===== config.mk =====
export PLATFORM = sky130hd
export DESIGN_NAME = stick_to_servo_conditioner
export DESIGN_NICKNAME = d
export VERILOG_FILES = /design/src/design/stsc_pkg.sv /design/src/design/stsc_csr.sv /design/src/design/stsc_alu.sv /design/src/design/stsc_ctrl.sv /design/src/design/stick_to_servo_conditioner.sv
export VERILOG_INCLUDE_DIRS = /design/src /design/src/design
export SDC_FILE = /design/constraint.sdc
export NUM_CORES = 2
export LEC_CHECK = 0
export ABC_AREA = 1
export BUFFER_PORTS_ARGS = -buffer_cell sky130_fd_sc_hd__buf_2
export CORE_UTILIZATION = 45
export CTS_CLUSTER_DIAMETER = 60
export DETAILED_ROUTE_END_ITERATION = 8
export SLEW_MARGIN = 15
export SYNTH_ARGS = -nofsm -noshare
export SYNTH_HDL_FRONTEND = slang
export SYNTH_SLANG_ARGS = --single-unit

===== constraint.sdc =====
create_clock -name clock -period 13.9 [get_ports clock]
set_clock_uncertainty 0.2 [all_clocks]
set_input_delay 1.39 -clock clock [delete_from_list [all_inputs] [get_ports clock]]
set_output_delay 1.39 -clock clock [all_outputs]
set_load 0.05 [all_outputs]

===== src/design/stick_to_servo_conditioner_macros.svh =====
// assertion macros shared by the stick to servo conditioner
`ifndef STICK_TO_SERVO_CONDITIONER_MACROS_SVH
`define STICK_TO_SERVO_CONDITIONER_MACROS_SVH

// same-cycle implication
`define STSC_ASSERT_SAME(label, clk, rst, ante, cons) \
   label: assert property (@(posedge clk) disable iff (rst) (ante) |-> (cons)) \
      else $error("stsc same-cycle check failed");

// next-cycle implication
`define STSC_ASSERT_NEXT(label, clk, rst, ante, cons) \
   label: assert property (@(posedge clk) disable iff (rst) (ante) |=> (cons)) \
      else $error("stsc next-cycle check failed");

`endif


===== src/design/stsc_pkg.sv =====
// types, constants and codes of the stick to servo conditioner
package stsc_pkg;

   localparam int STICK_BITS    = 12;
   localparam int FRAC_BITS     = 8;
   localparam int FILT_BITS     = STICK_BITS + FRAC_BITS;
   localparam int DIFF_BITS     = FILT_BITS + 1;
   localparam int SUM_BITS      = FILT_BITS + 2;
   localparam int IN_STICK_BITS = 12;
   localparam int CFG_BITS      = 12;
   localparam int ALPHA_BITS    = 9;
   localparam int ALPHA_SHIFT   = 8;
   localparam int DEG_BITS      = 8;
   localparam int STEP_BITS     = 8;
   localparam int TIME_BITS     = 16;
   localparam int ESC_BITS      = 12;
   localparam int CSR_IDX_BITS  = 3;
   localparam int CSR_DATA_BITS = 16;
   localparam int NUM_CH        = 4;
   localparam int CMP_BITS      = (STICK_BITS > CFG_BITS) ? STICK_BITS : CFG_BITS;

   localparam int MUL_A_BITS = DIFF_BITS;
   localparam int MUL_B_BITS = CFG_BITS + 1;
   localparam int PROD_BITS  = MUL_A_BITS + MUL_B_BITS;
   localparam int DIV_BITS   = STICK_BITS + CFG_BITS;
   localparam int QE_BITS    = DIV_BITS + 1 - STICK_BITS;
   localparam int REM_BITS   = DIV_BITS + 2;

   localparam logic [STICK_BITS-1:0] STICK_MAX = '1;
   localparam logic [FILT_BITS-1:0]  FILT_MAX  = {STICK_MAX, {FRAC_BITS{1'b0}}};
   localparam logic [FILT_BITS-1:0]  FILT_CENTER_RST = FILT_BITS'(2048) << FRAC_BITS;

   localparam logic [ALPHA_BITS-1:0] ALPHA_ONE     = ALPHA_BITS'(1) << ALPHA_SHIFT;
   localparam logic [DEG_BITS-1:0]   SERVO_MAX_DEG = DEG_BITS'(180);
   localparam logic [DEG_BITS-1:0]   SERVO_MID_DEG = DEG_BITS'(90);
   localparam logic [TIME_BITS-1:0]  TIME_SAT      = '1;

   localparam logic KIND_PACKET = 1'b0;
   localparam logic KIND_TICK   = 1'b1;

   typedef logic [1:0] chan_type;
   localparam chan_type CH_LX    = 2'd0;
   localparam chan_type CH_LY    = 2'd1;
   localparam chan_type CH_RX    = 2'd2;
   localparam chan_type CH_RY    = 2'd3;
   localparam chan_type CH_FIRST = CH_LX;
   localparam chan_type CH_LAST  = CH_RY;

   typedef logic [CSR_IDX_BITS-1:0] csr_idx_type;
   localparam csr_idx_type CSR_STICK_CENTER = 3'd0;
   localparam csr_idx_type CSR_DEADBAND     = 3'd1;
   localparam csr_idx_type CSR_ALPHA        = 3'd2;
   localparam csr_idx_type CSR_THR_MIN      = 3'd3;
   localparam csr_idx_type CSR_THR_MAX      = 3'd4;
   localparam csr_idx_type CSR_STEP_MIN     = 3'd5;
   localparam csr_idx_type CSR_TIMEOUT      = 3'd6;

   typedef struct packed {
      logic [CFG_BITS-1:0]   center;
      logic [CFG_BITS-1:0]   deadband;
      logic [ALPHA_BITS-1:0] alpha;
      logic [CFG_BITS-1:0]   thr_min;
      logic [CFG_BITS-1:0]   thr_max;
      logic [STEP_BITS-1:0]  step_min;
      logic [TIME_BITS-1:0]  timeout;
   } cfg_type;

   typedef enum logic [2:0] {
      ST_IDLE,
      ST_FMUL,
      ST_FADD,
      ST_MMUL,
      ST_MDIV,
      ST_MCOR,
      ST_WB
   } state_type;

   typedef enum logic [1:0] {
      ALU_IDLE,
      ALU_MUL,
      ALU_DIV
   } alu_op_type;

   typedef struct packed {
      state_type  state;
      chan_type   chan;
      alu_op_type op;
   } ctl_type;

endpackage


===== src/design/stsc_csr.sv =====
// configuration registers of the stick to servo conditioner
module stsc_csr (
   input  logic                                clock,
   input  logic                                reset,
   input  logic                                csr_wr_en,
   input  stsc_pkg::csr_idx_type               csr_index,
   input  logic [stsc_pkg::CSR_DATA_BITS-1:0]  csr_wr_data,
   output stsc_pkg::cfg_type                   cfg
);

   stsc_pkg::cfg_type cfg_ff, cfg_in;

   always_comb begin
      cfg_in = cfg_ff;
      if (csr_wr_en) begin
         case (csr_index)
            stsc_pkg::CSR_STICK_CENTER: cfg_in.center   = stsc_pkg::CFG_BITS'(csr_wr_data);
            stsc_pkg::CSR_DEADBAND:     cfg_in.deadband = stsc_pkg::CFG_BITS'(csr_wr_data);
            stsc_pkg::CSR_ALPHA:        cfg_in.alpha    = stsc_pkg::ALPHA_BITS'(csr_wr_data);
            stsc_pkg::CSR_THR_MIN:      cfg_in.thr_min  = stsc_pkg::CFG_BITS'(csr_wr_data);
            stsc_pkg::CSR_THR_MAX:      cfg_in.thr_max  = stsc_pkg::CFG_BITS'(csr_wr_data);
            stsc_pkg::CSR_STEP_MIN:     cfg_in.step_min = stsc_pkg::STEP_BITS'(csr_wr_data);
            stsc_pkg::CSR_TIMEOUT:      cfg_in.timeout  = stsc_pkg::TIME_BITS'(csr_wr_data);
            default:                    cfg_in = cfg_ff;
         endcase
      end
   end

   always_ff @(posedge clock) begin
      if (reset) begin
         cfg_ff.center   <= stsc_pkg::CFG_BITS'(2048);
         cfg_ff.deadband <= stsc_pkg::CFG_BITS'(45);
         cfg_ff.alpha    <= stsc_pkg::ALPHA_BITS'(90);
         cfg_ff.thr_min  <= stsc_pkg::CFG_BITS'(1100);
         cfg_ff.thr_max  <= stsc_pkg::CFG_BITS'(1940);
         cfg_ff.step_min <= stsc_pkg::STEP_BITS'(2);
         cfg_ff.timeout  <= stsc_pkg::TIME_BITS'(300);
      end else begin
         cfg_ff <= cfg_in;
      end
   end

   assign cfg = cfg_ff;

endmodule


===== src/design/stsc_alu.sv =====
// shared multiplier and divide-by-stick-max unit
module stsc_alu (
   input  logic                                       clock,
   input  stsc_pkg::alu_op_type                       op,
   input  logic signed [stsc_pkg::MUL_A_BITS-1:0]     mul_a,
   input  logic signed [stsc_pkg::MUL_B_BITS-1:0]     mul_b,
   output logic signed [stsc_pkg::PROD_BITS-1:0]      prod,
   output logic        [stsc_pkg::CFG_BITS-1:0]       quo
);

   logic signed [stsc_pkg::PROD_BITS-1:0] prod_ff, prod_in;
   logic [stsc_pkg::QE_BITS-1:0]          qe_ff, qe_in;
   logic [stsc_pkg::DIV_BITS-1:0]         num;
   logic [stsc_pkg::DIV_BITS:0]           num_sum;
   logic [stsc_pkg::REM_BITS-1:0]         rem;

   assign num     = prod_ff[stsc_pkg::DIV_BITS-1:0];
   // estimate of num / (2^s - 1), low by at most one
   assign num_sum = {1'b0, num} + (stsc_pkg::DIV_BITS + 1)'(num >> stsc_pkg::STICK_BITS);

   always_comb begin
      prod_in = prod_ff;
      qe_in   = qe_ff;
      case (op)
         stsc_pkg::ALU_MUL: prod_in = mul_a * mul_b;
         stsc_pkg::ALU_DIV: qe_in   = num_sum[stsc_pkg::DIV_BITS:stsc_pkg::STICK_BITS];
         default: begin
            prod_in = prod_ff;
            qe_in   = qe_ff;
         end
      endcase
   end

   always_ff @(posedge clock) begin
      prod_ff <= prod_in;
      qe_ff   <= qe_in;
   end

   // remainder correction
   assign rem = stsc_pkg::REM_BITS'(num) + stsc_pkg::REM_BITS'(qe_ff)
              - (stsc_pkg::REM_BITS'(qe_ff) << stsc_pkg::STICK_BITS);

   always_comb begin
      if (rem >= stsc_pkg::REM_BITS'(stsc_pkg::STICK_MAX)) begin
         quo = stsc_pkg::CFG_BITS'(qe_ff + 1'b1);
      end else begin
         quo = stsc_pkg::CFG_BITS'(qe_ff);
      end
   end

   assign prod = prod_ff;

endmodule


===== src/design/stsc_ctrl.sv =====
// sequencer of the stick to servo conditioner
module stsc_ctrl (
   input  logic              clock,
   input  logic              reset,
   input  logic              accept,
   input  logic              kind,
   input  logic              tick_emit,
   input  logic              out_free,
   output logic              req_ready,
   output stsc_pkg::ctl_type ctl
);

   stsc_pkg::state_type state_ff, state_in;
   stsc_pkg::chan_type  chan_ff, chan_in;

   always_comb begin
      state_in = state_ff;
      chan_in  = chan_ff;
      case (state_ff)
         stsc_pkg::ST_IDLE: begin
            if (accept) begin
               chan_in = stsc_pkg::CH_FIRST;
               if (kind == stsc_pkg::KIND_PACKET) begin
                  state_in = stsc_pkg::ST_FMUL;
               end else if (tick_emit) begin
                  state_in = stsc_pkg::ST_WB;
               end
            end
         end
         stsc_pkg::ST_FMUL: state_in = stsc_pkg::ST_FADD;
         stsc_pkg::ST_FADD: begin
            if (chan_ff == stsc_pkg::CH_LAST) begin
               state_in = stsc_pkg::ST_MMUL;
               chan_in  = stsc_pkg::CH_FIRST;
            end else begin
               state_in = stsc_pkg::ST_FMUL;
               chan_in  = chan_ff + 1'b1;
            end
         end
         stsc_pkg::ST_MMUL: state_in = stsc_pkg::ST_MDIV;
         stsc_pkg::ST_MDIV: state_in = stsc_pkg::ST_MCOR;
         stsc_pkg::ST_MCOR: begin
            if (chan_ff == stsc_pkg::CH_LAST) begin
               state_in = stsc_pkg::ST_WB;
            end else begin
               state_in = stsc_pkg::ST_MMUL;
               chan_in  = chan_ff + 1'b1;
            end
         end
         stsc_pkg::ST_WB: begin
            if (out_free) begin
               state_in = stsc_pkg::ST_IDLE;
            end
         end
         default: state_in = stsc_pkg::ST_IDLE;
      endcase
   end

   always_ff @(posedge clock) begin
      if (reset) begin
         state_ff <= stsc_pkg::ST_IDLE;
         chan_ff  <= stsc_pkg::CH_FIRST;
      end else begin
         state_ff <= state_in;
         chan_ff  <= chan_in;
      end
   end

   always_comb begin
      ctl.state = state_ff;
      ctl.chan  = chan_ff;
      req_ready = (state_ff == stsc_pkg::ST_IDLE);
      case (state_ff)
         stsc_pkg::ST_FMUL: ctl.op = stsc_pkg::ALU_MUL;
         stsc_pkg::ST_MMUL: ctl.op = stsc_pkg::ALU_MUL;
         stsc_pkg::ST_MDIV: ctl.op = stsc_pkg::ALU_DIV;
         default:           ctl.op = stsc_pkg::ALU_IDLE;
      endcase
   end

endmodule


===== src/design/stick_to_servo_conditioner.sv =====
// top level of the stick to servo conditioner
//
//   channel | direction | handshake           | carries
//   req_    | in        | req_valid/req_ready | kind and four stick readings
//   rsp_    | out       | rsp_valid/rsp_ready | throttle pulse, angles, flags
//   csr_    | in        | csr_wr_en           | register index and write data
//
// a control packet runs from the accept cycle through four filter steps
// (multiply, add) and four map steps (multiply, divide, correct) on the one
// multiplier and divide unit, then write-back; no new request is taken until
// idle. a tick reaches write-back only if it emits a failsafe result. reset is
// synchronous and clears control, filter, timer, hysteresis and valid state,
// not payload. a stalled result holds the block in write-back until taken.
module stick_to_servo_conditioner (
   input  logic                                 clock,
   input  logic                                 reset,
   input  logic                                 req_valid,
   output logic                                 req_ready,
   input  logic                                 req_kind,
   input  logic [stsc_pkg::IN_STICK_BITS-1:0]   req_stick_lx,
   input  logic [stsc_pkg::IN_STICK_BITS-1:0]   req_stick_ly,
   input  logic [stsc_pkg::IN_STICK_BITS-1:0]   req_stick_rx,
   input  logic [stsc_pkg::IN_STICK_BITS-1:0]   req_stick_ry,
   output logic                                 rsp_valid,
   input  logic                                 rsp_ready,
   output logic [stsc_pkg::ESC_BITS-1:0]        rsp_esc_pulse_us,
   output logic [stsc_pkg::DEG_BITS-1:0]        rsp_aileron_deg,
   output logic [stsc_pkg::DEG_BITS-1:0]        rsp_elevator_deg,
   output logic [stsc_pkg::DEG_BITS-1:0]        rsp_rudder_deg,
   output logic                                 rsp_aileron_update,
   output logic                                 rsp_elevator_update,
   output logic                                 rsp_rudder_update,
   output logic                                 rsp_failsafe_active,
   input  logic                                 csr_wr_en,
   input  logic [stsc_pkg::CSR_IDX_BITS-1:0]    csr_index,
   input  logic [stsc_pkg::CSR_DATA_BITS-1:0]   csr_wr_data
);

`include "stick_to_servo_conditioner_macros.svh"

   stsc_pkg::cfg_type cfg;
   stsc_pkg::ctl_type ctl;

   logic accept, tick_emit, out_free, load;

   logic [stsc_pkg::STICK_BITS-1:0] stick_ff [stsc_pkg::NUM_CH];
   logic [stsc_pkg::FILT_BITS-1:0]  filt_ff  [stsc_pkg::NUM_CH];
   logic [stsc_pkg::FILT_BITS-1:0]  filt_in;
   logic [stsc_pkg::TIME_BITS-1:0]  ms_ff, ms_in, ms_inc;
   logic                            fs_ff, fs_in;

   logic [stsc_pkg::ESC_BITS-1:0] esc_res_ff, esc_res_in;
   logic [stsc_pkg::DEG_BITS-1:0] ail_res_ff, ail_res_in;
   logic [stsc_pkg::DEG_BITS-1:0] ele_res_ff, ele_res_in;
   logic [stsc_pkg::DEG_BITS-1:0] rud_res_ff, rud_res_in;
   logic [stsc_pkg::DEG_BITS-1:0] last_ail_ff, last_ail_in;
   logic [stsc_pkg::DEG_BITS-1:0] last_ele_ff, last_ele_in;
   logic [stsc_pkg::DEG_BITS-1:0] last_rud_ff, last_rud_in;

   logic                          rsp_valid_ff, rsp_valid_in;
   logic [stsc_pkg::ESC_BITS-1:0] rsp_esc_ff, rsp_esc_in;
   logic [stsc_pkg::DEG_BITS-1:0] rsp_ail_ff, rsp_ail_in;
   logic [stsc_pkg::DEG_BITS-1:0] rsp_ele_ff, rsp_ele_in;
   logic [stsc_pkg::DEG_BITS-1:0] rsp_rud_ff, rsp_rud_in;
   logic                          rsp_ail_upd_ff, rsp_ail_upd_in;
   logic                          rsp_ele_upd_ff, rsp_ele_upd_in;
   logic                          rsp_rud_upd_ff, rsp_rud_upd_in;
   logic                          rsp_fs_ff, rsp_fs_in;

   logic [stsc_pkg::FILT_BITS-1:0]               filt_cur;
   logic [stsc_pkg::FILT_BITS-1:0]               stick_x;
   logic signed [stsc_pkg::DIFF_BITS-1:0]        diff;
   logic [stsc_pkg::ALPHA_BITS-1:0]              alpha_sat;
   logic signed [stsc_pkg::PROD_BITS-1:0]        alu_prod, prod_shift;
   logic [stsc_pkg::CFG_BITS-1:0]                alu_quo;
   logic signed [stsc_pkg::SUM_BITS-1:0]         fsum;
   logic [stsc_pkg::STICK_BITS-1:0]              v, clamp_v, map_v;
   logic [stsc_pkg::CMP_BITS-1:0]                v_w, c_w, snap_dist, snap_v;
   logic [stsc_pkg::CFG_BITS-1:0]                span;
   logic                                         thr_up;
   logic signed [stsc_pkg::MUL_A_BITS-1:0]       mul_a;
   logic signed [stsc_pkg::MUL_B_BITS-1:0]       mul_b;
   logic                                         ail_hit, ele_hit, rud_hit;

   function automatic logic hyst_hit(
      input logic [stsc_pkg::DEG_BITS-1:0]  s,
      input logic [stsc_pkg::DEG_BITS-1:0]  last,
      input logic [stsc_pkg::STEP_BITS-1:0] step
   );
      logic [stsc_pkg::DEG_BITS-1:0] d;
      d = (s > last) ? s - last : last - s;
      return (stsc_pkg::STEP_BITS'(d) >= step);
   endfunction

   stsc_csr u_csr (
      .clock       (clock),
      .reset       (reset),
      .csr_wr_en   (csr_wr_en),
      .csr_index   (csr_index),
      .csr_wr_data (csr_wr_data),
      .cfg         (cfg)
   );

   stsc_ctrl u_ctrl (
      .clock     (clock),
      .reset     (reset),
      .accept    (accept),
      .kind      (req_kind),
      .tick_emit (tick_emit),
      .out_free  (out_free),
      .req_ready (req_ready),
      .ctl       (ctl)
   );

   stsc_alu u_alu (
      .clock (clock),
      .op    (ctl.op),
      .mul_a (mul_a),
      .mul_b (mul_b),
      .prod  (alu_prod),
      .quo   (alu_quo)
   );

   assign accept   = req_valid && req_ready;
   assign out_free = !rsp_valid_ff || rsp_ready;
   assign load     = (ctl.state == stsc_pkg::ST_WB) && out_free;

   // millisecond counter
   assign ms_inc    = (ms_ff == stsc_pkg::TIME_SAT) ? ms_ff : ms_ff + 1'b1;
   assign tick_emit = (ms_inc > cfg.timeout);

   always_comb begin
      ms_in = ms_ff;
      fs_in = fs_ff;
      if (accept) begin
         fs_in = (req_kind == stsc_pkg::KIND_TICK);
         ms_in = (req_kind == stsc_pkg::KIND_TICK) ? ms_inc : '0;
      end
   end

   // filter step
   assign filt_cur   = filt_ff[ctl.chan];
   assign stick_x    = {stick_ff[ctl.chan], {stsc_pkg::FRAC_BITS{1'b0}}};
   assign diff       = stsc_pkg::DIFF_BITS'(stick_x) - stsc_pkg::DIFF_BITS'(filt_cur);
   assign alpha_sat  = (cfg.alpha > stsc_pkg::ALPHA_ONE) ? stsc_pkg::ALPHA_ONE : cfg.alpha;
   assign prod_shift = alu_prod >>> stsc_pkg::ALPHA_SHIFT;
   assign fsum       = stsc_pkg::SUM_BITS'(filt_cur) + stsc_pkg::SUM_BITS'(prod_shift);

   always_comb begin
      if (fsum[stsc_pkg::SUM_BITS-1]) begin
         filt_in = '0;
      end else if (fsum[stsc_pkg::SUM_BITS-2:0] > (stsc_pkg::SUM_BITS-1)'(stsc_pkg::FILT_MAX)) begin
         filt_in = stsc_pkg::FILT_MAX;
      end else begin
         filt_in = fsum[stsc_pkg::FILT_BITS-1:0];
      end
   end

   // deadband snap and clamp
   assign v         = filt_cur[stsc_pkg::FILT_BITS-1:stsc_pkg::FRAC_BITS];
   assign v_w       = stsc_pkg::CMP_BITS'(v);
   assign c_w       = stsc_pkg::CMP_BITS'(cfg.center);
   assign snap_dist = (v_w >= c_w) ? v_w - c_w : c_w - v_w;
   assign snap_v    = (snap_dist < stsc_pkg::CMP_BITS'(cfg.deadband)) ? c_w : v_w;
   assign clamp_v = (snap_v > stsc_pkg::CMP_BITS'(stsc_pkg::STICK_MAX)) ?
                    stsc_pkg::STICK_MAX : snap_v[stsc_pkg::STICK_BITS-1:0];
   assign map_v  = (ctl.chan == stsc_pkg::CH_LY) ? v : clamp_v;

   assign thr_up = (cfg.thr_max >= cfg.thr_min);
   assign span   = thr_up ? cfg.thr_max - cfg.thr_min : cfg.thr_min - cfg.thr_max;

   always_comb begin
      mul_a = diff;
      mul_b = stsc_pkg::MUL_B_BITS'(alpha_sat);
      if (ctl.state == stsc_pkg::ST_MMUL) begin
         mul_a = stsc_pkg::MUL_A_BITS'(map_v);
         mul_b = (ctl.chan == stsc_pkg::CH_LY) ? stsc_pkg::MUL_B_BITS'(span) :
                 stsc_pkg::MUL_B_BITS'(stsc_pkg::SERVO_MAX_DEG);
      end
   end

   // map results
   always_comb begin
      esc_res_in = esc_res_ff;
      ail_res_in = ail_res_ff;
      ele_res_in = ele_res_ff;
      rud_res_in = rud_res_ff;
      if (ctl.state == stsc_pkg::ST_MCOR) begin
         case (ctl.chan)
            stsc_pkg::CH_LX: rud_res_in = stsc_pkg::DEG_BITS'(alu_quo);
            stsc_pkg::CH_LY: esc_res_in = thr_up ?
                                          stsc_pkg::ESC_BITS'(cfg.thr_min + alu_quo) :
                                          stsc_pkg::ESC_BITS'(cfg.thr_min - alu_quo);
            stsc_pkg::CH_RX: ail_res_in = stsc_pkg::DEG_BITS'(alu_quo);
            stsc_pkg::CH_RY: ele_res_in = stsc_pkg::DEG_BITS'(alu_quo);
            default:         esc_res_in = esc_res_ff;
         endcase
      end
   end

   // write-back with hysteresis
   assign ail_hit = hyst_hit(ail_res_ff, last_ail_ff, cfg.step_min);
   assign ele_hit = hyst_hit(ele_res_ff, last_ele_ff, cfg.step_min);
   assign rud_hit = hyst_hit(rud_res_ff, last_rud_ff, cfg.step_min);

   always_comb begin
      last_ail_in    = last_ail_ff;
      last_ele_in    = last_ele_ff;
      last_rud_in    = last_rud_ff;
      rsp_esc_in     = rsp_esc_ff;
      rsp_ail_in     = rsp_ail_ff;
      rsp_ele_in     = rsp_ele_ff;
      rsp_rud_in     = rsp_rud_ff;
      rsp_ail_upd_in = rsp_ail_upd_ff;
      rsp_ele_upd_in = rsp_ele_upd_ff;
      rsp_rud_upd_in = rsp_rud_upd_ff;
      rsp_fs_in      = rsp_fs_ff;
      rsp_valid_in   = rsp_ready ? 1'b0 : rsp_valid_ff;
      if (load) begin
         rsp_valid_in = 1'b1;
         rsp_fs_in    = fs_ff;
         if (fs_ff) begin
            rsp_esc_in     = stsc_pkg::ESC_BITS'(cfg.thr_min);
            rsp_ail_in     = stsc_pkg::SERVO_MID_DEG;
            rsp_ele_in     = stsc_pkg::SERVO_MID_DEG;
            rsp_rud_in     = stsc_pkg::SERVO_MID_DEG;
            rsp_ail_upd_in = 1'b1;
            rsp_ele_upd_in = 1'b1;
            rsp_rud_upd_in = 1'b1;
         end else begin
            rsp_esc_in     = esc_res_ff;
            rsp_ail_in     = ail_res_ff;
            rsp_ele_in     = ele_res_ff;
            rsp_rud_in     = rud_res_ff;
            rsp_ail_upd_in = ail_hit;
            rsp_ele_upd_in = ele_hit;
            rsp_rud_upd_in = rud_hit;
            if (ail_hit) begin
               last_ail_in = ail_res_ff;
            end
            if (ele_hit) begin
               last_ele_in = ele_res_ff;
            end
            if (rud_hit) begin
               last_rud_in = rud_res_ff;
            end
         end
      end
   end

   // payload registers
   always_ff @(posedge clock) begin
      if (accept) begin
         stick_ff[stsc_pkg::CH_LX] <= stsc_pkg::STICK_BITS'(req_stick_lx);
         stick_ff[stsc_pkg::CH_LY] <= stsc_pkg::STICK_BITS'(req_stick_ly);
         stick_ff[stsc_pkg::CH_RX] <= stsc_pkg::STICK_BITS'(req_stick_rx);
         stick_ff[stsc_pkg::CH_RY] <= stsc_pkg::STICK_BITS'(req_stick_ry);
      end
      esc_res_ff     <= esc_res_in;
      ail_res_ff     <= ail_res_in;
      ele_res_ff     <= ele_res_in;
      rud_res_ff     <= rud_res_in;
      rsp_esc_ff     <= rsp_esc_in;
      rsp_ail_ff     <= rsp_ail_in;
      rsp_ele_ff     <= rsp_ele_in;
      rsp_rud_ff     <= rsp_rud_in;
      rsp_ail_upd_ff <= rsp_ail_upd_in;
      rsp_ele_upd_ff <= rsp_ele_upd_in;
      rsp_rud_upd_ff <= rsp_rud_upd_in;
      rsp_fs_ff      <= rsp_fs_in;
   end

   // state registers
   always_ff @(posedge clock) begin
      if (reset) begin
         filt_ff[stsc_pkg::CH_LX] <= stsc_pkg::FILT_CENTER_RST;
         filt_ff[stsc_pkg::CH_LY] <= '0;
         filt_ff[stsc_pkg::CH_RX] <= stsc_pkg::FILT_CENTER_RST;
         filt_ff[stsc_pkg::CH_RY] <= stsc_pkg::FILT_CENTER_RST;
         ms_ff        <= '0;
         fs_ff        <= 1'b0;
         last_ail_ff  <= stsc_pkg::SERVO_MID_DEG;
         last_ele_ff  <= stsc_pkg::SERVO_MID_DEG;
         last_rud_ff  <= stsc_pkg::SERVO_MID_DEG;
         rsp_valid_ff <= 1'b0;
      end else begin
         if (ctl.state == stsc_pkg::ST_FADD) begin
            filt_ff[ctl.chan] <= filt_in;
         end
         ms_ff        <= ms_in;
         fs_ff        <= fs_in;
         last_ail_ff  <= last_ail_in;
         last_ele_ff  <= last_ele_in;
         last_rud_ff  <= last_rud_in;
         rsp_valid_ff <= rsp_valid_in;
      end
   end

   assign rsp_valid           = rsp_valid_ff;
   assign rsp_esc_pulse_us    = rsp_esc_ff;
   assign rsp_aileron_deg     = rsp_ail_ff;
   assign rsp_elevator_deg    = rsp_ele_ff;
   assign rsp_rudder_deg      = rsp_rud_ff;
   assign rsp_aileron_update  = rsp_ail_upd_ff;
   assign rsp_elevator_update = rsp_ele_upd_ff;
   assign rsp_rudder_update   = rsp_rud_upd_ff;
   assign rsp_failsafe_active = rsp_fs_ff;

   `STSC_ASSERT_NEXT(a_packet_clears_ms, clock, reset, accept && req_kind == stsc_pkg::KIND_PACKET, ms_ff == '0)
   `STSC_ASSERT_SAME(a_rsp_from_wb, clock, reset, rsp_valid_ff && !$past(rsp_valid_ff), $past(ctl.state == stsc_pkg::ST_WB))
   `STSC_ASSERT_SAME(a_failsafe_mid, clock, reset, rsp_valid_ff && rsp_fs_ff, rsp_ail_ff == stsc_pkg::SERVO_MID_DEG && rsp_ele_ff == stsc_pkg::SERVO_MID_DEG && rsp_rud_ff == stsc_pkg::SERVO_MID_DEG)
   `STSC_ASSERT_SAME(a_angle_range, clock, reset, rsp_valid_ff, rsp_ail_ff <= stsc_pkg::SERVO_MAX_DEG && rsp_ele_ff <= stsc_pkg::SERVO_MAX_DEG && rsp_rud_ff <= stsc_pkg::SERVO_MAX_DEG)

endmodule


==> metrics <==
final hold slack 0.260 ns; GRT Overall Usage 24.2%; final setup violation count 0; DIE WIDTH 274 µm; H-Tree Depth 2; PortBufs 114; critical path peak fanout 59; relative slew slack 19.9%; initial antenna violation count 0; sum of buffers and inverters on the critical path 11; most frequent cells in the layout nand2_1, inv_1, nor2_1; Yosys top cell by area edfxtp_1; clk buf depth 3; EDFF count, synth 247; Hold Fails Final Rpt 0; Layout area overhead 9.48%; Worst Setup End Kind register; CTS Buf Count 46; number of global-route vias before repair 25987; layout cells sized above 1 6.83%; library cells used by synthesis 62; CTS root buf clkbuf_16; violated checks DRC; Hold Crit Class register to register; share of the synthesized area in the top cell type 22.2%; antenna fix cells 0; clk_lat worst skew 0.60 ns; mapped cell area 33400 µm²; largest net degree at the start of global routing 74; via count 27185; crit-path max cell delay 0.72 ns; Final Cycle Share 87.2%; CP Launch Type register; DR WL/cell 17.1 µm; register area share after synthesis 30.0%; CTS tree yes; Seq cells post-synth 377; nets@finish 4897; Main synth FF type edfxtp_1; DR iter-0 viols 1689; first-pass GRT wire length 142000 µm; status complete, but fails checks; # DRC 14; setup bufs post-CTS 0; final setup TNS 0 ns; clk slew on worst S/H paths 0.06 ns; most common cell after layout, fill and taps aside nand2_1; Crit Path Class register to register; # IOs 115; post-route minimum period 12.12 ns; Post-Synthesis Mean Instance Area 8.00 µm²; critical path arrival 12.27 ns; family with the most delay on the worst path compound AO/OA/AOI/OAI gates; # fillers 7277; Max Freq 82.5 MHz; count of hold-fix buffers inserted at cts 0; 1st-pass router iterations 9; core footprint 73200 µm²; synthesized instance count 4177; most used cell, CP inv_1; Yosys Warn Count 0; post-route ant nets 0; clk sinks 377; CP required 14.05 ns; Worst-Margin Slew 1.19 ns; Overflow after GRT 0; post-cts gate resize count 0; Row Count 99; via density per instance 5.15; DP Wirelength 71900 µm; Routability Congestion 0.935; ranking of synthesized cells by area edfxtp_1, fa_1, ha_1; Slew Limit Fails 0; total wire length 90500 µm; Max Cap Violations 0; die area 75300 µm²; initial core utilization 45.6%; unrepaired setup endpoints after global routing no; die height 274 µm; ys async rst share 0%; Max stage delay cell, worst path inv_2
[layout make-up]
type | instances | area (µm²) | share of cell area [%]
Inverter | 829 | 3110 | 8.51
Tap cell | 959 | 1200 | 3.28
Sequential cell | 377 | 10000 | 27.4
Timing Repair Buffer | 135 | 728 | 1.99
Clock inverter | 26 | 256 | 0.701
Clock buffer | 58 | 1260 | 3.44
Multi-Input combinational cell | 2896 | 20000 | 54.7
[cell usage after synthesis, drive strengths merged, types with 2 or more instances]
cell    count
dfxtp     130
clkinv      7
o21a       15
a221oi      6
nor4        8
o311ai      3
buf        22
o22ai      13
o211ai     44
a21o       10
conb        2
nor3       42
a211oi     13
nand3     112
o21bai     10
a31oi       9
a21boi      9
a32oi      12
edfxtp    247
fa        220
inv       822
xor2       85
o21ai     238
nand3b     17
a21oi     304
or2        10
xnor2      49
mux2i      10
o31ai       2
nor2      376
ha        319
nand2     873
nand4      45
o221ai      6
clkbuf     72
and2        8
[kinds of logic (layout without fill, tap and decap cells)]
| group | Yosys count | in the layout | synth area share [%] |
|---|---|---|---|
| XOR/XNOR | 134 | 134 | 3.51 |
| flip-flops | 377 | 377 | 30.0 |
| buffers and inverters | 923 | 1048 | 10.5 |
| other | 2 | 21 | 0.0225 |
| multiplexers | 10 | 10 | 0.300 |
| adder cells (fa/ha/maj) | 539 | 539 | 25.1 |
| AND/OR/NAND/NOR | 1492 | 1492 | 18.7 |
| AO/OA/AOI/OAI | 700 | 700 | 11.8 |
[sequential cells by signal (all words and copies together), names as in the netlist, 2 cells and up, named ones only]
register          count
last_rud_ff           8
u_ctrl.chan_ff        2
last_ele_ff           8
rsp_elevator_deg      8
rsp_aileron_deg       8
filt_ff              80
rud_res_ff            8
u_ctrl.state_ff       3
rsp_esc_pulse_us     12
ail_res_ff            8
ms_ff                16
esc_res_ff           12
stick_ff             48
last_ail_ff           8
ele_res_ff            8
u_alu.prod           30
u_csr.cfg            81
u_alu.qe_ff          13
rsp_rudder_deg        8
[worst min-delay path, stage by stage, from the launching register on]
cell     delay (ns)
dfxtp_1        0.30
inv_1          0.06
a21oi_1        0.05
[per-layer routing]
| metal | wire length (µm) | share of wire [%] | vias to the layer above | global-route usage [%] |
|---|---|---|---|---|
| li1 | - | - | 13596 | - |
| met5 | 0 | 0 | - | 0 |
| met4 | 3290 | 3.6 | 0 | 8.58 |
| met1 | 41200 | 46 | 12790 | 33.1 |
| met2 | 41700 | 46 | 650 | 39.3 |
| met3 | 4340 | 4.8 | 149 | 2.81 |
[final timing paths]
| check | startpoint | end | slack [ns] | cells after the start |
|---|---|---|---|---|
| min reg2reg | u_csr.cfg[10] | u_csr.cfg[10] | 0.26 | 2 |
| max | register | u_alu.prod[27] | 1.78 | 50 |
| max reg2reg | register | u_alu.prod[27] | 1.78 | 50 |
| min | u_csr.cfg[10] | u_csr.cfg[10] | 0.26 | 2 |
[per-stage QoR]
step	cell area, µm²	setup WS, ns	instances	utilization (%)
after detailed placement	35100	1.88	5196	47.9
final	36600	1.78	5280	50.0
after floorplan	33500	4.01	4196	-
after global routing	36600	0.711	5280	50.0
after CTS	36600	1.88	5280	50.0
after global placement	35100	2.08	5196	47.9
Power is left out: the tool's default activity adds up to more than one toggle a clock period on the data nets, which glitch-free logic cannot reach.
